$ cat src/sv/olscc_pkg.sv
// Types and constants of the optical level switch current classifier.
package olscc_pkg;

  localparam int unsigned CUR_W  = 14;
  localparam int unsigned RAW_W  = 16;
  localparam int unsigned GAIN_W = 16;
  localparam int unsigned WIN_W  = 13;
  localparam int unsigned CFG_IDX_W = 3;
  localparam int unsigned CFG_DATA_W = 16;

  localparam logic signed [CUR_W-1:0] CUR_MAX = 14'sd8191;
  localparam logic signed [CUR_W-1:0] CUR_MIN = -14'sd8192;

  typedef enum logic [2:0] {
    ST_ON       = 3'd0,
    ST_OFF      = 3'd1,
    ST_TEST     = 3'd2,
    ST_LIGHT    = 3'd3,
    ST_ERROR    = 3'd4,
    ST_HW_ERROR = 3'd5
  } switch_state_t;

  typedef enum logic [CFG_IDX_W-1:0] {
    REG_GAIN   = 3'd0,
    REG_OFFSET = 3'd1,
    REG_ON     = 3'd2,
    REG_OFF    = 3'd3,
    REG_TEST   = 3'd4,
    REG_LIGHT  = 3'd5,
    REG_WINDOW = 3'd6
  } reg_index_t;

  typedef enum logic [2:0] {
    S_IDLE,
    S_MUL,
    S_SCALE,
    S_WRITE,
    S_WALK,
    S_FINISH
  } seq_state_t;

endpackage

$ cat src/sv/optical_level_switch_current_classifier.sv
// Top level of the optical level switch current classifier.
//
// Input stream: one transfer per evaluation tick. tdata carries raw_sample,
// tuser carries sample_valid and sensor_enabled. Output stream: one transfer
// per tick with switch_state and failure in tuser, variation and
// scaled_current in tdata. Registers are written through cfg_we/cfg_index/
// cfg_data; the user must write them only while the block is idle, as the
// block itself does not enforce it. An invalid sample goes from the
// multiply step straight to the finish step; a valid one passes the scale,
// history write and min/max walk steps, the walk covering the held history
// entries after the push (up to HISTORY_DEPTH). The walk reads one history
// entry per cycle from the registered read port of the history memory.
// One item is in work at a time; s_axis_tready is high only while idle.
// The output register holds a finished result while the receiver stalls;
// the next item is still accepted and waits in the finish step until the
// output register is free.
// Reset (rst, synchronous) empties the history, clears the failure flag and
// the last variation, and restores the register defaults.
module optical_level_switch_current_classifier #(
  parameter int unsigned HISTORY_DEPTH = 20
) (
  input  logic        clk,
  input  logic        rst,
  input  logic        s_axis_tvalid,
  output logic        s_axis_tready,
  input  logic [15:0] s_axis_tdata,   // [15:0] raw_sample
  input  logic [1:0]  s_axis_tuser,   // [0] sample_valid, [1] sensor_enabled
  output logic        m_axis_tvalid,
  input  logic        m_axis_tready,
  output logic [31:0] m_axis_tdata,   // [13:0] variation, [27:14] scaled_current
  output logic [3:0]  m_axis_tuser,   // [2:0] switch_state, [3] failure
  input  logic        cfg_we,
  input  logic [olscc_pkg::CFG_IDX_W-1:0]  cfg_index,
  input  logic [olscc_pkg::CFG_DATA_W-1:0] cfg_data
);

  localparam int unsigned AW = $clog2(HISTORY_DEPTH);
  localparam int unsigned CW = $clog2(HISTORY_DEPTH + 1);
  localparam int unsigned CUR_W = olscc_pkg::CUR_W;

  // Configuration registers
  logic [olscc_pkg::GAIN_W-1:0] gain;
  logic signed [CUR_W-1:0]      offset;
  logic signed [CUR_W-1:0]      on_level;
  logic signed [CUR_W-1:0]      off_level;
  logic signed [CUR_W-1:0]      test_level;
  logic signed [CUR_W-1:0]      light_level;
  logic [olscc_pkg::WIN_W-1:0]  window;

  // Sequencer and datapath
  olscc_pkg::seq_state_t state, state_next;
  logic [olscc_pkg::RAW_W-1:0]  samp_raw;
  logic                         samp_valid;
  logic                         samp_en;
  logic [31:0]                  prod;
  logic signed [CUR_W-1:0]      cur;
  logic [CW-1:0]                cnt;
  logic [AW-1:0]                head;
  logic [CW-1:0]                rd_idx;
  logic                         rd_pend;
  logic signed [CUR_W-1:0]      rd_data;
  logic signed [CUR_W-1:0]      mn;
  logic signed [CUR_W-1:0]      mx;
  olscc_pkg::switch_state_t     res_state;
  logic                         failure_flag;
  logic [CUR_W-1:0]             last_variation;
  logic signed [CUR_W-1:0]      history [HISTORY_DEPTH];

  logic                         accept;
  logic                         rd_issue;
  logic                         out_free;
  logic signed [21:0]           scaled;
  logic signed [CUR_W-1:0]      sat;
  logic                         hit_on, hit_off, hit_test, hit_light;
  logic signed [CUR_W:0]        span;

  // Window test: |cur - level| < window
  function automatic logic in_win(input logic signed [13:0] c,
                                  input logic signed [13:0] lvl,
                                  input logic [12:0] w);
    logic signed [14:0] d;
    logic [14:0]        mag;
    d   = 15'(c) - 15'(lvl);
    mag = d[14] ? 15'(-d) : 15'(d);
    return mag < {2'b00, w};
  endfunction

  assign accept   = s_axis_tvalid && s_axis_tready;
  assign out_free = !m_axis_tvalid || m_axis_tready;
  assign rd_issue = (state == olscc_pkg::S_WALK) && (rd_idx < cnt);

  // Scale and saturate the registered product
  assign scaled = $signed({2'b00, prod[31:12]}) - 22'(offset);
  always_comb begin
    if (scaled > 22'(olscc_pkg::CUR_MAX)) begin
      sat = olscc_pkg::CUR_MAX;
    end else if (scaled < 22'(olscc_pkg::CUR_MIN)) begin
      sat = olscc_pkg::CUR_MIN;
    end else begin
      sat = scaled[CUR_W-1:0];
    end
  end

  assign hit_on    = in_win(cur, on_level, window);
  assign hit_off   = in_win(cur, off_level, window);
  assign hit_test  = in_win(cur, test_level, window);
  assign hit_light = in_win(cur, light_level, window);
  assign span      = (CUR_W+1)'(mx) - (CUR_W+1)'(mn);

  // Register writes
  always_ff @(posedge clk) begin
    if (rst) begin
      gain        <= 16'd4096;
      offset      <= '0;
      on_level    <= '0;
      off_level   <= '0;
      test_level  <= '0;
      light_level <= '0;
      window      <= '0;
    end else if (cfg_we) begin
      case (cfg_index)
        olscc_pkg::REG_GAIN:   gain        <= cfg_data;
        olscc_pkg::REG_OFFSET: offset      <= cfg_data[CUR_W-1:0];
        olscc_pkg::REG_ON:     on_level    <= cfg_data[CUR_W-1:0];
        olscc_pkg::REG_OFF:    off_level   <= cfg_data[CUR_W-1:0];
        olscc_pkg::REG_TEST:   test_level  <= cfg_data[CUR_W-1:0];
        olscc_pkg::REG_LIGHT:  light_level <= cfg_data[CUR_W-1:0];
        olscc_pkg::REG_WINDOW: window      <= cfg_data[olscc_pkg::WIN_W-1:0];
        default: ;
      endcase
    end
  end

  // Sequencer state
  always_ff @(posedge clk) begin
    if (rst) begin
      state <= olscc_pkg::S_IDLE;
    end else begin
      state <= state_next;
    end
  end

  always_comb begin
    state_next    = state;
    s_axis_tready = 1'b0;
    case (state)
      olscc_pkg::S_IDLE: begin
        s_axis_tready = 1'b1;
        if (s_axis_tvalid) state_next = olscc_pkg::S_MUL;
      end
      olscc_pkg::S_MUL: begin
        state_next = samp_valid ? olscc_pkg::S_SCALE : olscc_pkg::S_FINISH;
      end
      olscc_pkg::S_SCALE: state_next = olscc_pkg::S_WRITE;
      olscc_pkg::S_WRITE: state_next = olscc_pkg::S_WALK;
      olscc_pkg::S_WALK: begin
        if (!rd_issue && !rd_pend) state_next = olscc_pkg::S_FINISH;
      end
      olscc_pkg::S_FINISH: begin
        if (out_free) state_next = olscc_pkg::S_IDLE;
      end
      default: state_next = olscc_pkg::S_IDLE;
    endcase
  end

  // History memory: one write port, one registered read port
  always_ff @(posedge clk) begin
    if (state == olscc_pkg::S_WRITE) begin
      history[head] <= cur;
    end
    rd_data <= history[rd_idx[AW-1:0]];
  end

  // Control state: fill count, head, failure flag, last variation
  always_ff @(posedge clk) begin
    if (rst) begin
      cnt            <= '0;
      head           <= '0;
      failure_flag   <= 1'b0;
      last_variation <= '0;
      rd_pend        <= 1'b0;
    end else begin
      rd_pend <= rd_issue;
      case (state)
        olscc_pkg::S_MUL: begin
          if (!samp_valid && !samp_en) failure_flag <= 1'b0;
        end
        olscc_pkg::S_WRITE: begin
          head <= (head == AW'(HISTORY_DEPTH - 1)) ? '0 : head + 1'b1;
          if (cnt != CW'(HISTORY_DEPTH)) cnt <= cnt + 1'b1;
          failure_flag <= !(hit_on || hit_off || hit_test || hit_light);
        end
        olscc_pkg::S_WALK: begin
          if (!rd_issue && !rd_pend) last_variation <= span[CUR_W-1:0];
        end
        default: ;
      endcase
    end
  end

  // Datapath payload
  always_ff @(posedge clk) begin
    if (accept) begin
      samp_raw   <= s_axis_tdata;
      samp_valid <= s_axis_tuser[0];
      samp_en    <= s_axis_tuser[1];
    end
    case (state)
      olscc_pkg::S_MUL: begin
        prod      <= 32'(gain) * 32'(samp_raw);
        cur       <= '0;
        res_state <= samp_en ? olscc_pkg::ST_HW_ERROR : olscc_pkg::ST_OFF;
      end
      olscc_pkg::S_SCALE: cur <= sat;
      olscc_pkg::S_WRITE: begin
        rd_idx <= '0;
        mn     <= cur;
        mx     <= cur;
        if (hit_on)         res_state <= olscc_pkg::ST_ON;
        else if (hit_off)   res_state <= olscc_pkg::ST_OFF;
        else if (hit_test)  res_state <= olscc_pkg::ST_TEST;
        else if (hit_light) res_state <= olscc_pkg::ST_LIGHT;
        else                res_state <= olscc_pkg::ST_ERROR;
      end
      olscc_pkg::S_WALK: begin
        if (rd_issue) rd_idx <= rd_idx + 1'b1;
        if (rd_pend) begin
          if (rd_data < mn) mn <= rd_data;
          if (rd_data > mx) mx <= rd_data;
        end
      end
      default: ;
    endcase
  end

  // Output register
  always_ff @(posedge clk) begin
    if (rst) begin
      m_axis_tvalid <= 1'b0;
    end else if (state == olscc_pkg::S_FINISH && out_free) begin
      m_axis_tvalid <= 1'b1;
    end else if (m_axis_tready) begin
      m_axis_tvalid <= 1'b0;
    end
  end

  always_ff @(posedge clk) begin
    if (state == olscc_pkg::S_FINISH && out_free) begin
      m_axis_tdata <= {4'b0000, cur, last_variation};
      m_axis_tuser <= {failure_flag, res_state};
    end
  end

endmodule

$ cat config.mk
export PLATFORM = sky130hd
export DESIGN_NAME = optical_level_switch_current_classifier
export DESIGN_NICKNAME = d
export VERILOG_FILES = /design/src/sv/olscc_pkg.sv /design/src/sv/optical_level_switch_current_classifier.sv
export SDC_FILE = /design/constraint.sdc
export NUM_CORES = 2
export LEC_CHECK = 0
export BUFFER_PORTS_ARGS = -buffer_cell sky130_fd_sc_hd__buf_2
export CAP_MARGIN = 20
export CORE_UTILIZATION = 44
export CTS_BUF_LIST = sky130_fd_sc_hd__clkbuf_8
export DETAILED_ROUTE_END_ITERATION = 8
export PLACE_DENSITY = 0.56
export RECOVER_POWER = 100
export SYNTH_ARGS = -nofsm -noshare
export SYNTH_HDL_FRONTEND = slang
export SYNTH_SLANG_ARGS = --single-unit
$ cat constraint.sdc
create_clock -name clk -period 18.5 [get_ports clk]
set_input_delay 2.775 -clock clk [delete_from_list [all_inputs] [get_ports clk]]
set_output_delay 2.775 -clock clk [all_outputs]
set_load 0.02 [all_outputs]
==> key figures <==
Status
  – Outcome: complete, but fails checks
  – Failing checks: capacitance limit, slew limit

Global route
  – First-pass GRT wire length: 140 mm
  – Antenna violations before repair: 2
  – Largest net degree at the start of global routing: 72
  – Vias in the first global route: 24600
  – GRT Total Usage: 22.3%
  – GRT overflow: 0

STA
  – Least-Margin Pin Slew: 3.94 ns
  – Setup_tns: 0 ns
  – Final Hold Fails: 0
  – RSZ-0062 raised after global routing: false
  – Final setup viols: 0
  – Final worst hold slack: 0.426 ns
  – Tmin final: 7.40 ns
  – Setup ws final: 11.10 ns
  – Skew final: 0.0488 ns
  – Max Fclk: 135 MHz
  – Max_slew headroom: -163%
  – Tcrit/Tclk final: 40.0%
  – Final slew viol count: 609

Worst setup path
  – CP peak stage delay: 2.50 ns
  – CP Launch Type: primary input
  – Worst r2r src: cur[1]
  – CP Capture Point: failure_flag
  – Reg2reg path depth: 20
  – Crit path launch: rst
  – Critical Path RT: 19.07 ns
  – CP endpoint kind: flip-flop
  – CP Max Fanout: 71
  – Critical path buffers and inverters: 2
  – Slowest-stage cell, CP: clkbuf_1
  – CP Depth: 3
  – Most used cell, CP: clkbuf_1
  – Critical R2R Capture: failure_flag
  – R2R Setup Slk: 11.60 ns
  – Arr. time, crit path: 7.97 ns
  – Cell family with most CP delay: buffers and inverters
  – Crit Path Class: primary input to flip-flop
  – Crit path cell chain: clkbuf_1 -> clkbuf_1 -> o21ba_1

Clock tree
  – Clk_lat worst skew: 0.72 ns
  – Max clock buf depth: 3
  – CTS tree: yes
  – Root buffer cell: clkbuf_8
  – PostCTS Resize Cnt: 0
  – Sinks on Clock Net: 543
  – CTS H-tree depth: 3
  – Post-CTS setup repair buffer count: 0
  – Reg clk slew, reported paths: 0.06 ns
  – Hold buffer count at CTS: 0
  – CTS buffer count: 93

Yosys
  – Yosys warning count: 0
  – Synth top area share: 33.8%
  – Post-synth ARST share: 0%
  – Synth area leader: edfxtp_1
  – Post-synth EDFFs: 400
  – Synth Flop Type: edfxtp_1
  – Number of synthesized register bits: 543
  – Syn_area_per_cell: 10.8 µm²
  – Synth top area cells: edfxtp_1 34%, fa_1 11%, ha_1 9.9%
  – Distinct cell type count after synthesis: 89
  – Synthesized area: 35500 µm²
  – Post-Syn Instances: 3279
  – Register area share after synthesis: 41.9%

Pwr
  – P_sw: 1.38 mW
  – Internal power: 2.59 mW
  – Leak pwr: 15.2 nW
  – Final total power: 3.97 mW
  – Maximum VDD drop: 0.0562 mV
  – Clock power share: 29.2%
  – Combinational power share: 33.3%
  – Power Dens Cells: 102 nW/µm²
  – Sw Ratio: 34.8%
  – Seq pwr share: 37.5%

Cells and area
  – Area Growth Syn to Fin: 9.57%
  – Final net count: 3898
  – Layout cells sized above 1: 8.83%
  – Final Util: 49.0%
  – Filler cell count in the final layout: 7274

Placed design
  – Dpl ws: 11.63 ns
  – GPL Wtd Cong: 0.863
  – Port Buffer Count: 75
  – DP HPWL: 64.2 mm

Hold path
  – Hold crit path type: flip-flop to flip-flop

Routing
  – # DRC: 0
  – Via density: 5.37
  – DRT Pass-1 Iters: 5
  – ANT nets after route: 0
  – WL final: 90.6 mm
  – Via Count: 24200
  – Iter 0 DRT Violations: 1461
  – Routed length per instance: 20.1 µm

Die
  – Row cnt: 103
  – Die X: 286 µm
  – Initial Util: 44.8%
  – I/O pin count: 80
  – DIE AREA: 81900 µm²
  – Core area: 79400 µm²
  – Chip height: 286 µm

Job
  – Max-capacitance violation count: 25
==> registers in the layout, indices dropped and copies added, names as in the netlist, 13 cells and up <==
| signal | cells |
|---|---|
| mx | 14 |
| test_level | 14 |
| rd_data | 14 |
| off_level | 14 |
| window | 13 |
| last_variation | 14 |
| history | 280 |
| offset | 14 |
| light_level | 14 |
| gain | 16 |
| on_level | 14 |
| prod | 20 |
| samp_raw | 16 |
| m_axis_tdata | 28 |
| cur | 14 |
| mn | 14 |
==> stage by stage <==
step	cells	instance area, µm²
6_report	4506	38900
5_1_grt	4506	38900
2_1_floorplan	3282	35500
3_5_place_dp	4326	37100
4_1_cts	4500	39100
3_3_place_gp	4325	37100
==> power groups by stage <==
stage	Sequential, mW	Combinational [mW]	Clock, mW
finish	1.49	1.32	1.16
global route	1.50	1.48	1.24
CTS	1.49	1.33	1.19
detailed placement	1.51	1.33	0
global placement	1.51	1.28	0
floorplan	1.50	0.970	0
==> Yosys cell counts, types with 43 or more instances <==
library cell  instances
nand2_1             488
edfxtp_1            400
inv_1               378
ha_1                281
fa_1                199
a21oi_1             195
dfxtp_1             143
nor2_1              141
and2_1              129
xnor2_1              97
clkbuf_1             96
o21ai_0              93
mux4_2               84
a21o_1               52
nor3_1               43
==> kinds of logic after synthesis <==
group / after synthesis / share of synthesized area, %
DFF: 543 / 41.9
other: 1 / 0.0106
and+or+nand+nor: 1015 / 13.5
muxes: 103 / 5.91
adders and majority gates: 480 / 21.1
AOI/OAI and AO/OA: 505 / 8.92
buffers and inverters: 494 / 5.29
xor gates and xnor gates: 138 / 3.40
==> routing by layer <==
layer / share of wire (%) / vias to the layer above / global-route usage [%]
met1: 43 / 11900 / 28.8
met2: 48 / 642 / 37.4
li1: - / 11500 / -
met5: 0.013 / - / 0
met4: 3.6 / 2 / 8.05
met3: 5.3 / 163 / 4.01
==> worst min-delay path by stage <==
| stage | start | to | slack, ns | depth (start not counted) |
|---|---|---|---|---|
| after global routing | res_state[2] | m_axis_tuser[2] | 0.43 | 0 |
| after CTS | res_state[2] | m_axis_tuser[2] | 0.42 | 0 |
| final | res_state[2] | m_axis_tuser[2] | 0.43 | 0 |
| after floorplan | res_state[0] | m_axis_tuser[0] | 0.40 | 0 |
| after detailed placement | res_state[2] | m_axis_tuser[2] | 0.41 | 0 |
| after global placement | res_state[2] | m_axis_tuser[2] | 0.41 | 0 |
==> area by class of cell <==
class / count / area (µm²) / share of cell area (%)
Multi-Input combinational cell: 2245 / 18800 / 48.3
Timing Repair Buffer: 114 / 515 / 1.32
Clock inverter: 69 / 569 / 1.46
Sequential cell: 543 / 14900 / 38.2
Tap cell: 1050 / 1310 / 3.37
Inverter: 379 / 1420 / 3.65
Antenna cell: 1 / 2.50 / 0.00643
Clock buffer: 105 / 1450 / 3.71
==> cell usage in the layout, fill, tap and decap left out, types with 8 or more instances in the layout <==
cell type,count
a2111oi_0,8
a211oi_1,17
a21boi_0,8
a21o_1,52
a21oi_1,195
a31oi_1,12
and2_1,124
and3_1,13
buf_2,38
buf_4,8
bufinv_16,8
clkbuf_1,67
clkbuf_8,106
clkinv_1,12
clkinv_2,15
dfxtp_1,143
edfxtp_1,400
fa_1,199
ha_1,281
inv_1,405
mux2_2,11
mux4_2,84
nand2_1,488
nand2b_1,28
nand3_1,41
nand3b_1,10
nand4_1,19
nor2_1,141
nor2b_1,34
nor3_1,42
nor3b_1,11
o2111ai_1,8
o211ai_1,16
o21a_1,17
o21ai_0,93
o21bai_1,11
o31ai_1,17
or3_1,18
xnor2_1,97
xor2_1,41
Power figures use the tool's default switching activity.
